## src/hw/rtl/fcp_pkg.sv

```systemverilog
// ----------------------------------------------------------------------------
// fcp_pkg
// Types and constants shared by the frame cadence pacer.
// ----------------------------------------------------------------------------
package fcp_pkg;

  typedef enum logic [1:0] {
    S_IDLE,
    S_MUL,
    S_DIV,
    S_DONE
  } state_t;

  typedef enum logic [1:0] {
    STEP_SEQ,
    STEP_MOD,
    STEP_PTS,
    STEP_NXT
  } step_t;

  localparam logic [1:0] OP_START = 2'd0;
  localparam logic [1:0] OP_POLL  = 2'd1;
  localparam logic [1:0] OP_STOP  = 2'd2;

  localparam logic [7:0] REG_NUM   = 8'd0;
  localparam logic [7:0] REG_DENOM = 8'd1;
  localparam logic [7:0] REG_COUNT = 8'd2;
  localparam logic [7:0] REG_LOOP  = 8'd3;

  localparam logic [29:0] NSEC_PER_SEC = 30'd1000000000;

  localparam logic [6:0] MUL_LAST = 7'd63;
  localparam logic [6:0] DIV_LAST = 7'd127;

endpackage

```

## src/hw/rtl/frame_cadence_pacer_unit.sv

```systemverilog
// ----------------------------------------------------------------------------
// frame_cadence_pacer_unit
// Frame pacer: due sequence, frame index and timestamp from a ns clock.
// ----------------------------------------------------------------------------
// Start, stop and polls that emit nothing go to the done state, which registers
// the result once the output is free, then return to idle. An emitting poll
// runs a bit-serial shift-add multiplier and a restoring divider on one 128-bit
// work register: sequence (multiply, divide), modulo in loop mode (divide),
// pts and next due (multiply, divide each); it ends after sequence with no frame.
// One item is in work at a time. Synchronous reset clears control state.
module frame_cadence_pacer_unit (
  input  logic        clk,
  input  logic        rst,
  input  logic        in_valid,
  output logic        in_ready,
  input  logic [1:0]  op,
  input  logic [63:0] now,
  output logic        out_valid,
  input  logic        out_ready,
  output logic        due,
  output logic [63:0] sequence_res,
  output logic [31:0] frame_index,
  output logic [63:0] pts,
  output logic        discontinuity,
  output logic        finished,
  input  logic        cfg_valid,
  output logic        cfg_ready,
  input  logic [7:0]  cfg_index,
  input  logic [31:0] cfg_data
);
  import fcp_pkg::*;

  state_t state, state_next;
  step_t  step;

  logic [31:0] rate_num, rate_denom, frame_total;
  logic        loop_enable;

  logic        running, ended;
  logic [63:0] epoch_time, next_seq, next_due_time;
  logic [31:0] cap_num;
  logic [63:0] dvs;

  logic [127:0] work;
  logic [63:0]  mcand, rem, divisor, sel;
  logic [6:0]   cnt;

  logic        res_due, res_disc;
  logic [63:0] res_seq, res_pts;
  logic [31:0] res_frame;

  logic        in_fire, poll_go, out_free, div_end, mul_end;
  logic [64:0] mul_sum;
  logic [63:0] rsh, rnew;
  logic        ge;
  logic [127:0] work_div;
  logic [63:0] pick0, pick1, pick, cnt64;
  logic        stop_now, mod_needed, end_after;
  logic [61:0] dvs_calc;

  assign in_fire  = in_valid && in_ready;
  assign out_free = !out_valid || out_ready;
  assign poll_go  = (op == OP_POLL) && running && !ended && (now >= next_due_time);
  assign mul_end  = (state == S_MUL) && (cnt == MUL_LAST);
  assign div_end  = (state == S_DIV) && (cnt == DIV_LAST);
  assign dvs_calc = {32'd0, NSEC_PER_SEC} * {30'd0, rate_denom};

  // multiplier: add on the multiplier's low bit, shift right
  assign mul_sum = {1'b0, work[127:64]} + (work[0] ? {1'b0, mcand} : 65'd0);

  // divider: one restoring step
  always_comb begin
    rsh      = {rem[62:0], work[127]};
    ge       = rem[63] || (rsh >= divisor);
    rnew     = ge ? (rsh - divisor) : rsh;
    work_div = {work[126:0], ge};
  end

  // sequence pick at the end of the first division
  always_comb begin
    cnt64    = {32'd0, frame_total};
    pick0    = (work_div[127:64] != 64'd0) ? {64{1'b1}} : work_div[63:0];
    pick1    = (pick0 < next_seq) ? next_seq : pick0;
    stop_now = 1'b0;
    pick     = pick1;
    if (!loop_enable && pick1 >= cnt64) begin
      if (next_seq >= cnt64) stop_now = 1'b1;
      else pick = cnt64 - 64'd1;
    end
    mod_needed = loop_enable && (frame_total != 32'd0);
    end_after  = !loop_enable && (next_seq >= cnt64);
  end

  always_comb begin
    state_next = state;
    case (state)
      S_IDLE: if (in_fire) state_next = poll_go ? S_MUL : S_DONE;
      S_MUL:  if (mul_end) state_next = S_DIV;
      S_DIV: begin
        if (div_end) begin
          case (step)
            STEP_SEQ: state_next = stop_now ? S_DONE : (mod_needed ? S_DIV : S_MUL);
            STEP_MOD: state_next = S_MUL;
            STEP_PTS: state_next = end_after ? S_DONE : S_MUL;
            default:  state_next = S_DONE;
          endcase
        end
      end
      S_DONE: if (out_free) state_next = S_IDLE;
      default: state_next = S_IDLE;
    endcase
  end

  always_comb begin
    in_ready  = (state == S_IDLE);
    cfg_ready = 1'b1;
  end

  always_ff @(posedge clk) begin
    if (rst) begin
      state         <= S_IDLE;
      step          <= STEP_SEQ;
      rate_num      <= 32'd30;
      rate_denom    <= 32'd1;
      frame_total   <= 32'd1;
      loop_enable   <= 1'b1;
      running       <= 1'b0;
      ended         <= 1'b0;
      epoch_time    <= 64'd0;
      next_seq      <= 64'd0;
      next_due_time <= 64'd0;
      cap_num       <= 32'd0;
      dvs           <= 64'd0;
      cnt           <= 7'd0;
      out_valid     <= 1'b0;
    end else begin
      state <= state_next;

      if (cfg_valid && cfg_ready) begin
        case (cfg_index)
          REG_NUM:   rate_num    <= cfg_data;
          REG_DENOM: rate_denom  <= cfg_data;
          REG_COUNT: frame_total <= cfg_data;
          REG_LOOP:  loop_enable <= cfg_data[0];
          default: ;
        endcase
      end

      if (state == S_DONE && out_free) out_valid <= 1'b1;
      else if (out_ready) out_valid <= 1'b0;

      case (state)
        S_IDLE: begin
          if (in_fire) begin
            res_due   <= 1'b0;
            res_seq   <= 64'd0;
            res_frame <= 32'd0;
            res_pts   <= 64'd0;
            res_disc  <= 1'b0;
            case (op)
              OP_START: begin
                if (!running) begin
                  cap_num       <= rate_num;
                  dvs           <= {2'b00, dvs_calc};
                  epoch_time    <= now;
                  next_seq      <= 64'd0;
                  next_due_time <= now;
                  ended         <= 1'b0;
                  running       <= 1'b1;
                end
              end
              OP_STOP: running <= 1'b0;
              default: ;
            endcase
            if (poll_go) begin
              step  <= STEP_SEQ;
              mcand <= now - epoch_time;
              work  <= {96'd0, cap_num};
              cnt   <= 7'd0;
            end
          end
        end
        S_MUL: begin
          work <= {mul_sum, work[63:1]};
          if (mul_end) begin
            cnt     <= 7'd0;
            rem     <= 64'd0;
            divisor <= (step == STEP_SEQ) ? dvs : {32'd0, cap_num};
          end else begin
            cnt <= cnt + 7'd1;
          end
        end
        S_DIV: begin
          if (!div_end) begin
            work <= work_div;
            rem  <= rnew;
            cnt  <= cnt + 7'd1;
          end else begin
            cnt <= 7'd0;
            rem <= 64'd0;
            case (step)
              STEP_SEQ: begin
                if (stop_now) begin
                  ended <= 1'b1;
                end else begin
                  sel       <= pick;
                  res_due   <= 1'b1;
                  res_seq   <= pick;
                  res_disc  <= (pick == 64'd0) || (pick > next_seq);
                  res_frame <= loop_enable ? 32'd0 : pick[31:0];
                  next_seq  <= pick + 64'd1;
                  work      <= {64'd0, pick};
                  mcand     <= dvs;
                  divisor   <= cnt64;
                  step      <= mod_needed ? STEP_MOD : STEP_PTS;
                end
              end
              STEP_MOD: begin
                res_frame <= rnew[31:0];
                work      <= {64'd0, sel};
                mcand     <= dvs;
                step      <= STEP_PTS;
              end
              STEP_PTS: begin
                res_pts <= epoch_time + work_div[63:0];
                if (end_after) begin
                  ended         <= 1'b1;
                  next_due_time <= {64{1'b1}};
                end else begin
                  work  <= {64'd0, next_seq};
                  mcand <= dvs;
                  step  <= STEP_NXT;
                end
              end
              default: next_due_time <= epoch_time + work_div[63:0];
            endcase
          end
        end
        S_DONE: begin
          if (out_free) begin
            due           <= res_due;
            sequence_res  <= res_seq;
            frame_index   <= res_frame;
            pts           <= res_pts;
            discontinuity <= res_disc;
            finished      <= ended;
          end
        end
        default: ;
      endcase
    end
  end

  a_stop_halts: assert property (@(posedge clk) disable iff (rst)
    (in_fire && op == OP_STOP) |=> !running)
    else $error("stop transfer did not halt the pacer");

  a_mod_loop_only: assert property (@(posedge clk) disable iff (rst)
    (state == S_DIV && step == STEP_MOD) |-> (loop_enable && frame_total != 32'd0))
    else $error("modulo pass outside loop mode");

  a_quiet_result: assert property (@(posedge clk) disable iff (rst)
    (out_valid && !due) |-> (sequence_res == 64'd0 && pts == 64'd0 && !discontinuity))
    else $error("result without a frame carries data");

  a_busy_not_ready: assert property (@(posedge clk) disable iff (rst)
    (state == S_MUL || state == S_DIV) |-> !in_ready)
    else $error("input taken while arithmetic is running");

endmodule
```

## config.mk

```make
export PLATFORM = sky130hd
export DESIGN_NAME = frame_cadence_pacer_unit
export DESIGN_NICKNAME = d
export VERILOG_FILES = /design/src/hw/rtl/fcp_pkg.sv /design/src/hw/rtl/frame_cadence_pacer_unit.sv
export SDC_FILE = /design/constraint.sdc
export NUM_CORES = 2
export LEC_CHECK = 0
export BUFFER_PORTS_ARGS = -buffer_cell sky130_fd_sc_hd__buf_2
export CAP_MARGIN = 10
export CORE_UTILIZATION = 58
export DETAILED_ROUTE_END_ITERATION = 8
export GPL_TIMING_DRIVEN = 0
export HOLD_SLACK_MARGIN = 0.06
export PLACE_DENSITY = 0.82
export SLEW_MARGIN = 30
export SYNTH_ARGS = -nofsm -noshare
export SYNTH_HDL_FRONTEND = slang
export SYNTH_SLANG_ARGS = --single-unit
```

## constraint.sdc

```tcl
create_clock -name clk -period 17.51 [get_ports clk]
set_input_delay 1.751 -clock clk [delete_from_list [all_inputs] [get_ports clk]]
set_output_delay 1.751 -clock clk [all_outputs]
set_load 0.01 [all_outputs]
```

==> metrics.txt <==
top cell type's share of synthesized area 26.7%; Post-synth EDFFs 707; Hold Path Class register to register; Seq/Total Area, Yosys 36.5%; synthesized flop and latch total 1,095; most frequent cells after synthesis nand2_1, a21oi_1, ha_1; largest net degree at the start of global routing 48; failing checks DRC; Util after Layout 65.4%; Detail Route Antenna Nets 0; Crit-path slowest cell a31oi_4; count of input and output buffers 274; Min-Delay Path Depth 0; leakage 0.0368 uW; Max-slew headroom 17.9%; Setup crit start kind register; Worst setup EP type register; adder-cell share of the synthesized area 20.3%; slowest cell delay on critical path 0.66 ns; Die X 372 um; gpl congestion 1.10; initial antenna violation count 51; largest family of logic cells by synthesized area adder cells; FF-to-FF End next_seq[32]$_SDFFE_PP0P_; final setup skew 0.0806 ns; Netlist Area Pre-Place 79,400 um2; Setup crit end next_seq[32]$_SDFFE_PP0P_; power per cell area 145 nW/um2; synth top area cells edfxtp_1, ha_1, dfxtp_1, fa_1, a21oi_1; Initial Utilization 58.6%; DR iter-0 viols 11.5k; Main synth FF type edfxtp_1; Num Clock Sinks 1,095; Die Span Y 372 um; vias in the first global route 68.5k; Period minus WS final 17.37 ns; Synth Area in Simple Gates 14.9%; flop-to-flop setup slack 0.14 ns; worst r2r path cells 50; final hold vios 0; Arrival @ worst endpoint 18.03 ns; Clock H-tree levels 3; Final setup viols 0; FMAX 57.6 MHz; # Post-CTS Setup Buffers 0; Setup crit start work[63]$_DFFE_PP_; Residual DRC 105; net count after synthesis 9,740; die area 138,000 um2; most used cell, CP clkbuf_2; CTS buffer count 117; worst vdd ir 0.145 mV; reg-to-reg critical path startpoint work[63]$_DFFE_PP_; Pins Over Slew Limit 0; FP Rows 135; syn_area_per_cell 9.31 um2; status finished with violations; Post-layout nets 10.2k; grt total ovfl 0; post-synthesis compound-gate area fraction 18.0%; first-pass GRT wire length 465,000 um; proportion of synthesized area in mux cells 0.877%; clk root buf clkbuf_16; mean number of vias per cell 6.69; Worst Path Required 18.17 ns; Netlist cell types 105; period utilization 99.2%; largest area contributor in the netlist edfxtp_1; Max clock buf depth 3; Yosys Warn Count 0; CP Max Fanout 19; via count 72.9k; Synth Area in XOR/XNOR 3.95%; Synth Instances 8,529; clock transition at the registers of the reported paths 0.07 ns; core area 136,000 um2; Pre-Repair DR Iteration Count 9; clk_lat worst skew 0.81 ns; Total GRT Usage 46.7%; CP Class register to register; share of flip-flops with an asynchronous set or reset 0%; share of post-route cells with drive strength above 1 8.05%; max_cap viols 0; IO Pins 277; Post-Route WL 331,000 um; DP Wirelength 269,000 um; most common cell in the netlist nand2_1; Worst-Margin Slew 1.22 ns; setup TNS 0 ns; synth-to-layout area growth 11.7%; Routed wire per std cell 30.3 um; CTS tree built
-- cell families after synthesis --
logic type / Yosys count
DFF: 1095
adders and majority gates: 1100
muxes: 68
buffers and inverters: 1131
xor gates and xnor gates: 358
AOI/OAI and AO/OA: 2282
other: 1
and+or+nand+nor: 2494
-- per-layer routing --
metal | track usage (%) | wire (um)
met5 | 0 | 218
met4 | 28.9 | 24900
met3 | 15.5 | 48000
met2 | 66.2 | 133000
met1 | 61.3 | 124000
-- state kept, by name, summed over array words and instances, names as in the netlist, 7 cells and up --
name,flops
work,128
epoch_time,64
mcand,64
next_due_time,64
next_seq,64
pts,64
rem,64
res_pts,64
res_seq,64
sel,64
sequence_res,64
divisor,62
dvs,53
cap_num,32
frame_index,32
frame_total,32
rate_denom,32
rate_num,32
res_frame,32
cnt,7
-- critical path: cells and delay by family, from the launching register on --
kind / cells / cell delay [ns]
compound gates: 15 / 4.73
fa+ha+maj: 3 / 0.82
buf+inv: 15 / 5.96
flops: 1 / 0.56
mux: 1 / 0.19
simple gates: 16 / 4.83
-- where the power goes --
group | total (uW) | leakage, uW | switching [uW] | internal, uW
Clock | 2730 | 0.00201 | 1170 | 1560
Combinational | 6320 | 0.0250 | 4270 | 2040
Sequential | 3780 | 0.00971 | 423 | 3360
-- through the flow --
step / setup WS, ns / area [um2] / hold WS [ns] / cells / power, uW
after global routing: -0.0297 / 88700 / 0.385 / 10900 / 13200
after global placement: -5.81 / 83000 / 0.400 / 10600 / 9510
after detailed placement: -0.912 / 84400 / 0.405 / 10700 / 9750
after floorplan: 3.17 / 79400 / 0.400 / 8529 / 7330
final: 0.144 / 88700 / 0.363 / 10900 / 12800
after CTS: 0.204 / 88600 / 0.359 / 10900 / 12500
-- worst min path at each step --
| stage | startpoint | to | slack (ns) |
|---|---|---|---|
| 6_report | res_pts[30]$_SDFFCE_PN0P_ | pts[30]$_DFFE_PP_ | 0.36 |
| 3_5_place_dp | res_frame[17]$_SDFFCE_PN0P_ | frame_index[17]$_DFFE_PP_ | 0.40 |
| 4_1_cts | res_pts[30]$_SDFFCE_PN0P_ | pts[30]$_DFFE_PP_ | 0.36 |
| 2_1_floorplan | res_disc$_SDFFCE_PN0P_ | discontinuity$_DFFE_PP_ | 0.40 |
| 3_3_place_gp | res_seq[36]$_SDFFCE_PN0P_ | sequence_res[36]$_DFFE_PP_ | 0.40 |
| 5_1_grt | res_pts[30]$_SDFFCE_PN0P_ | pts[30]$_DFFE_PP_ | 0.39 |
-- repair_timing --
item | CTS | global route
gates resized for setup | 5 | 7
setup endpoints to repair | 24 | 24
hold buffers | 0 | 0
pin swaps | 0 | 0
-- final cells by class --
| type | count | area [um2] |
|---|---|---|
| Fill cell | 10800 | 46900 |
| Multi-Input combinational cell | 6303 | 46500 |
| Sequential cell | 1095 | 29000 |
| Clock buffer | 149 | 3230 |
| Inverter | 744 | 2810 |
| Timing Repair Buffer | 349 | 2390 |
| Tap cell | 1781 | 2230 |
| Buffer | 385 | 1560 |
| Clock inverter | 70 | 950 |
| Antenna cell | 25 | 62.6 |
-- cells in the final DEF (no fill, tap or decap), types with 107 or more instances in the layout --
master | Yosys | routed
ha_1 | 784 | 784
o21ai_0 | 389 | 370
nand3_1 | 108 | 108
xnor2_1 | 243 | 243
nand2b_1 | 126 | 126
a21oi_1 | 839 | 836
and2_1 | 212 | 212
buf_2 | 24 | 299
nand2_1 | 983 | 983
clkbuf_16 | 0 | 121
xor2_1 | 115 | 115
nor2_1 | 526 | 523
clkbuf_1 | 330 | 319
dfxtp_1 | 388 | 388
fa_1 | 316 | 316
edfxtp_1 | 707 | 707
inv_1 | 740 | 740
nand4_1 | 107 | 107
a21o_1 | 234 | 234
a22oi_1 | 122 | 122
No activity file was read; power rests on OpenSTA's default activity.
